`src/phcc_pkg.sv`:
```
`default_nettype none
package phcc_pkg;

  localparam int unsigned CFG_W = 30;
  localparam int unsigned EPS_W = 20;
  localparam int unsigned Z_W = 30;
  localparam int unsigned CFG_IDX_W = 3;

  localparam logic [CFG_IDX_W-1:0] REG_RADIUS = 3'd0;
  localparam logic [CFG_IDX_W-1:0] REG_GANTRY = 3'd1;
  localparam logic [CFG_IDX_W-1:0] REG_NEAR_CLR = 3'd2;
  localparam logic [CFG_IDX_W-1:0] REG_NEAR_HGT = 3'd3;
  localparam logic [CFG_IDX_W-1:0] REG_EPSILON = 3'd4;

  localparam logic [CFG_W-1:0] RADIUS_RST = 30'd45000000;
  localparam logic [CFG_W-1:0] GANTRY_RST = 30'd20000000;
  localparam logic [CFG_W-1:0] NEAR_CLR_RST = 30'd5000000;
  localparam logic [CFG_W-1:0] NEAR_HGT_RST = 30'd1000000;
  localparam logic [EPS_W-1:0] EPSILON_RST = 20'd100;

  localparam logic OP_CLEAR = 1'b0;
  localparam logic OP_ADD = 1'b1;

  typedef struct packed {
    logic [CFG_W-1:0] radius;
    logic [CFG_W-1:0] gantry;
    logic [CFG_W-1:0] near_clr;
    logic [CFG_W-1:0] near_hgt;
    logic [EPS_W-1:0] epsilon;
  } cfg_t;

endpackage
`default_nettype wire

```
`src/phcc_front.sv`:
```
`default_nettype none
module phcc_front import phcc_pkg::*; #(
  parameter int unsigned ITEM_W = 159
) (
  input  wire logic              clk_i,
  input  wire logic              rst_ni,
  input  wire logic              start_i,
  input  wire logic [ITEM_W-1:0] item_i,
  output logic                   busy_o,
  output logic                   item_valid_o,
  output logic [ITEM_W-1:0]      item_o,
  input  wire logic              item_pop_i
);

  // two-entry queue between command port and scan engine
  logic [ITEM_W-1:0] buf_q [2];
  logic              wr_ptr_q, wr_ptr_d;
  logic              rd_ptr_q, rd_ptr_d;
  logic [1:0]        cnt_q, cnt_d;
  logic              push, pop;

  assign busy_o       = (cnt_q == 2'd2);
  assign item_valid_o = (cnt_q != 2'd0);
  assign item_o       = buf_q[rd_ptr_q];
  assign push         = start_i && !busy_o;
  assign pop          = item_pop_i && item_valid_o;

  always_comb begin
    wr_ptr_d = push ? ~wr_ptr_q : wr_ptr_q;
    rd_ptr_d = pop ? ~rd_ptr_q : rd_ptr_q;
    cnt_d    = cnt_q;
    unique case ({push, pop})
      2'b10:   cnt_d = cnt_q + 2'd1;
      2'b01:   cnt_d = cnt_q - 2'd1;
      default: cnt_d = cnt_q;
    endcase
  end

  always_ff @(posedge clk_i or negedge rst_ni) begin
    if (!rst_ni) begin
      wr_ptr_q <= 1'b0;
      rd_ptr_q <= 1'b0;
      cnt_q    <= 2'd0;
    end else begin
      wr_ptr_q <= wr_ptr_d;
      rd_ptr_q <= rd_ptr_d;
      cnt_q    <= cnt_d;
    end
  end

  always_ff @(posedge clk_i) begin
    if (push) begin
      buf_q[wr_ptr_q] <= item_i;
    end
  end

endmodule
`default_nettype wire

```
`config.mk`:
```
export PLATFORM = sky130hd
export DESIGN_NAME = phcc_front
export DESIGN_NICKNAME = d
export VERILOG_FILES = /design/src/phcc_pkg.sv /design/src/phcc_front.sv
export SDC_FILE = /design/constraint.sdc
export NUM_CORES = 1
export LEC_CHECK = 0
export ABC_AREA = 1
export BUFFER_PORTS_ARGS = -buffer_cell sky130_fd_sc_hd__buf_2
export CORE_ASPECT_RATIO = 0.8
export CORE_UTILIZATION = 58
export CTS_BUF_LIST = sky130_fd_sc_hd__clkbuf_8
export CTS_CLUSTER_DIAMETER = 200
export DETAILED_ROUTE_END_ITERATION = 8
export GPL_ROUTABILITY_DRIVEN = 0
export PLACE_DENSITY = 0.9
export RECOVER_POWER = 50
export SYNTH_ARGS = -nofsm -noshare
export SYNTH_HDL_FRONTEND = slang
export SYNTH_SLANG_ARGS = --single-unit
```
`constraint.sdc`:
```
create_clock -name clk_i -period 12.5 [get_ports clk_i]
set_input_delay 1.875 -clock clk_i [delete_from_list [all_inputs] [get_ports clk_i]]
set_output_delay 1.875 -clock clk_i [all_outputs]
set_load 0.01 [all_outputs]
```
* Word level (Yosys, flattened, before mapping) *
Memory sizes are Yosys's and may differ from the RTL's.
Cells that the tools add are included.

storage, ports and cells
  register bits = 4
  latch bits = 0
  bits in writable memories = 318
  bits in read-only memories = 0
  bits of input ports = 163
  output and inout bits = 161
  word-level logic and storage cells = 19
  memories kept = 1

memory list
  memory  depth  width  rd ports  clocked after Yosys merged registers in  wr ports  RTL line          RTL
  buf_q   2      159    1         0                                        1         phcc_front.sv:16  logic [ITEM_W-1:0] buf_q [2];

cells by class
  $add $sub $neg = 2
  multipliers = 0
  div/mod/pow operators = 0
  order comparisons = 0
  equal/unequal tests = 3
  shifts and indexed selects = 0
  mux-type cells = 3
  bitwise gates (word level) = 2
  reductions and logical operators = 5

operator list
  cell                 count
  $eq 2x2->1 const B   2
  $pmux 2 s2           1
  $reduce_bool 2->1    2
  $add 2x1->2 const B  1
  $eq 2x1->1 const B   1
  $logic_and 1x1->1    2
  $mux 1               2
  $not 1->1            2
  $sub 2x1->2 const B  1
  $logic_not 1->1      1

* Depth between registers and ports, before layout *
  depth in word-level cells = 5
  mapped depth = 10
  gate-level depth less buffers = 10

* Worst setup path after synthesis *
Ideal clock, no wire load.

  path type = input port to flip-flop
  start point = input port start_i
  end point = memory buf_q[1][0], enable pin
  library setup time = 681 ps
  arrival time = 8616 ps
  data required time = 11819 ps
  slack = 3203 ps
  stages = 2
  path buffers = 0
  cell sequence = o21ai_0 > nor2_1

on the way
  longest elaborated chain between the ends = 3

RTL lines
  item                          RTL line          RTL
  start: declaration            phcc_front.sv:7   input wire logic start_i,
  $logic_and 1x1->1             phcc_front.sv:25  assign push = start_i && !busy_o;
  $mux 1                        phcc_front.sv:52  if (push) begin
  $mux 1 (not written as such)  phcc_front.sv:53  buf_q[wr_ptr_q] <= item_i;
  end: declaration              phcc_front.sv:16

No other way between the ends.

* Worst setup path in the final report *
  start point = input port start_i
  end point = memory buf_q[0][139], enable pin

The elaborated chain is that of the path after synthesis.

==> impl_results.md <==
- CTS H-tree depth: 2
- TritonCTS buffer count: 48
- Postcts setup bufs: 0
- Initial core utilization: 0.594
- Max_cap viols: 1
- Worst Path Max Fanout: 95
- Commonest non-fill, non-tap cells in the layout: nand2_1 (487), edfxtp_1 (318), buf_2 (228), clkbuf_1 (95), clkbuf_8 (52)
- Vias in the first global route: between 7000 and 8000
- Status: finished with violations
- Final hold vios: 0
- Die area: approximately 21000 um2
- Vias per inst: 5.05
- Mean area per synthesized cell: between 10 and 15 um2
- Crit share post-route: 0.537
- Resize count post-CTS: 0
- Worst min path class: reg2reg
- Routed met2 length: around 13 mm
- Mapped Cells: approximately 860
- Initial DRC count: between 600 and 700
- DP HPWL: 16.6 mm
- Vias: 7614
- DRT Wirelength: 26.0 mm
- Port buffer count: roughly 320
- Netlist cell types: 14
- Setup violations, final: 0
- Core area: about 20000 um2
- Synth top area share: 0.808
- Die Wd: 162 um
- P_leak: just over 6 nW
- Worst EP required: around 13 ns
- CTS Sinks: between 300 and 400
- Failing checks: capacitance limit, slew limit
- Worst-path clk slew: roughly 0.060 ns
- Wire length per cell: ~17 um
- Pwr dens: around 240 nW/um2
- Synthesized cell area: between 10000 and 15000 um2
- Clk buf depth: 3
- Fin crit period: roughly 6.7 ns
- Slack of the critical path: just under 6 ns
- Final #Nets: around 1400
- DR pass1 iterations: 5
- Global-route wire length before repair: ~38 mm
- Critical setup path kind: in2reg
- DIE HEIGHT: about 130 um
- Top sig layer: met4
- Fin Setup TNS: 0 ns
- GRT overflow: 0
- Antenna violations before repair: 2
- Top cells by area, synth: edfxtp_1 (81%), nand2_1 (15%), buf_6 (1.0%)
- Pins over their slew limit: 96
- Layout Skew: just over 0.009 ns
- GRT Util Overall: 0.240
- Yosys warning count: 0
- Met3 wire len: ~2.5 mm
- CP Launch Type: input pin
- Clk Latency, worst-skew pair: approximately 0.53 ns
- Cts hold-fix bufs: 0
- CP arrival: between 6 and 7 ns
- RSZ-0062 raised after global routing: false
- Placement row count: 46
- FF+latch count, synth: 322
- Most common cell after layout, fill and taps aside: nand2_1
- Post-Place Worst Slack: 7.93 ns
- Critical Path End Type: flip-flop
- Slew @ Worst Pin: roughly 4.2 ns
- Peak VDD IR: about 170 uV
- Syn nets: between 1000 and 1500
- TritonCTS clock tree: yes
- I/O pins: about 320
- Metal1 wirelength: ~9.7 mm
- Largest net degree at the start of global routing: 113
- Root buf cell: clkbuf_8
- Slew headroom: -1.84
- Fmax: roughly 150 MHz
- DRT antenna net count: 0
- Sequential area share after synthesis: 0.816
- Filler cell count: around 1300
- Syn-to-layout area delta: 21.3%
- DRC: 0
- Ratio of cells with drive above 1 in the final layout: 0.239
- Most area-hungry cell type in the Yosys netlist: edfxtp_1
[worst max-delay path, cell delays in order]
cell	delay, ns
buf_2	0.10
nand3_1	0.11
clkinvlp_2	3.11
buf_4	1.57
[cells by family (layout without fill, tap and decap cells)]
group,Yosys count,count (layout),synth area share
adder cells (fa/ha/maj),1,1,0.00106
other,0,2,0
AND/OR/NAND/NOR,493,493,0.157
flip-flops,322,322,0.816
buffers and inverters,44,423,0.0243
XOR/XNOR,1,1,0.000741
AO/OA/AOI/OAI,1,1,0.000423
[area by class of cell]
type / instances / area, um2 / area share
diodes: 2 / 5.00 / 0.000349
repair buffers: 328 / 1540 / 0.107
multi-input cells: 496 / 1890 / 0.132
inverters: 9 / 37.5 / 0.00262
well taps: 264 / 330 / 0.0230
clock inverters: 34 / 170 / 0.0119
flip-flops and latches: 322 / 9650 / 0.673
clock buffers: 52 / 716 / 0.0499
[report_power, final]
part	total, W	leakage (nW)	internal (W)	switching (W)
Clock	0.000781	0.503	0.000404	0.000377
Combinational	0.00105	2.55	0.000330	0.000722
Sequential	0.00158	3.01	0.00149	0.0000863
Total	0.00341	6.06	0.00223	0.00119
[sequential cells by signal (all words and copies together) (netlist names)]
| register | cells |
|---|---|
| buf_q | 318 |
| cnt_q | 2 |
| rd_ptr_q | 1 |
| wr_ptr_q | 1 |
[synth_stat cells]
cell type / instances
buf_4: 3
ha_1: 1
nand3_1: 3
nand2_1: 487
inv_4: 1
buf_2: 21
nand4_1: 1
o21ai_0: 1
dfrtp_1: 4
inv_1: 8
buf_6: 11
xnor2_1: 1
edfxtp_1: 318
nor2_1: 2
[path summary, 6_finish.rpt]
kind	from	to	slack (ns)	cells past startpoint
max	start_i	buf_q[0][139]	5.79	4
min	cnt_q[1]	cnt_q[1]	0.47	2
max reg2reg	cnt_q[0]	buf_q[0][139]	6.63	5
min reg2reg	cnt_q[1]	cnt_q[1]	0.47	2
max in group asynchronous	rst_ni	rd_ptr_q	11.14	1
min in group asynchronous	rst_ni	rd_ptr_q	1.16	1
[routing by layer]
metal / up-vias / track usage
li1: 3603 / -
met1: 3547 / 0.287
met2: 407 / 0.415
met3: 57 / 0.0746
met4: 0 / 0.0866
met5: - / 0
[stage by stage]
| stage | instances | total power (W) | hold slack, ns | instance area (um2) | util |
|---|---|---|---|---|---|
| 6_report | 1507 | 0.00341 | 0.474 | 14300 | 0.720 |
| 5_1_grt | 1506 | 0.00360 | 0.489 | 14300 | 0.720 |
| 2_1_floorplan | 862 | 0.00226 | 0.442 | 11800 | - |
| 3_3_place_gp | 1419 | 0.00260 | 0.456 | 13600 | 0.681 |
| 3_5_place_dp | 1419 | 0.00264 | 0.462 | 13600 | 0.681 |
| 4_1_cts | 1505 | 0.00343 | 0.477 | 14500 | 0.726 |
Power figures use the tool's default switching activity.
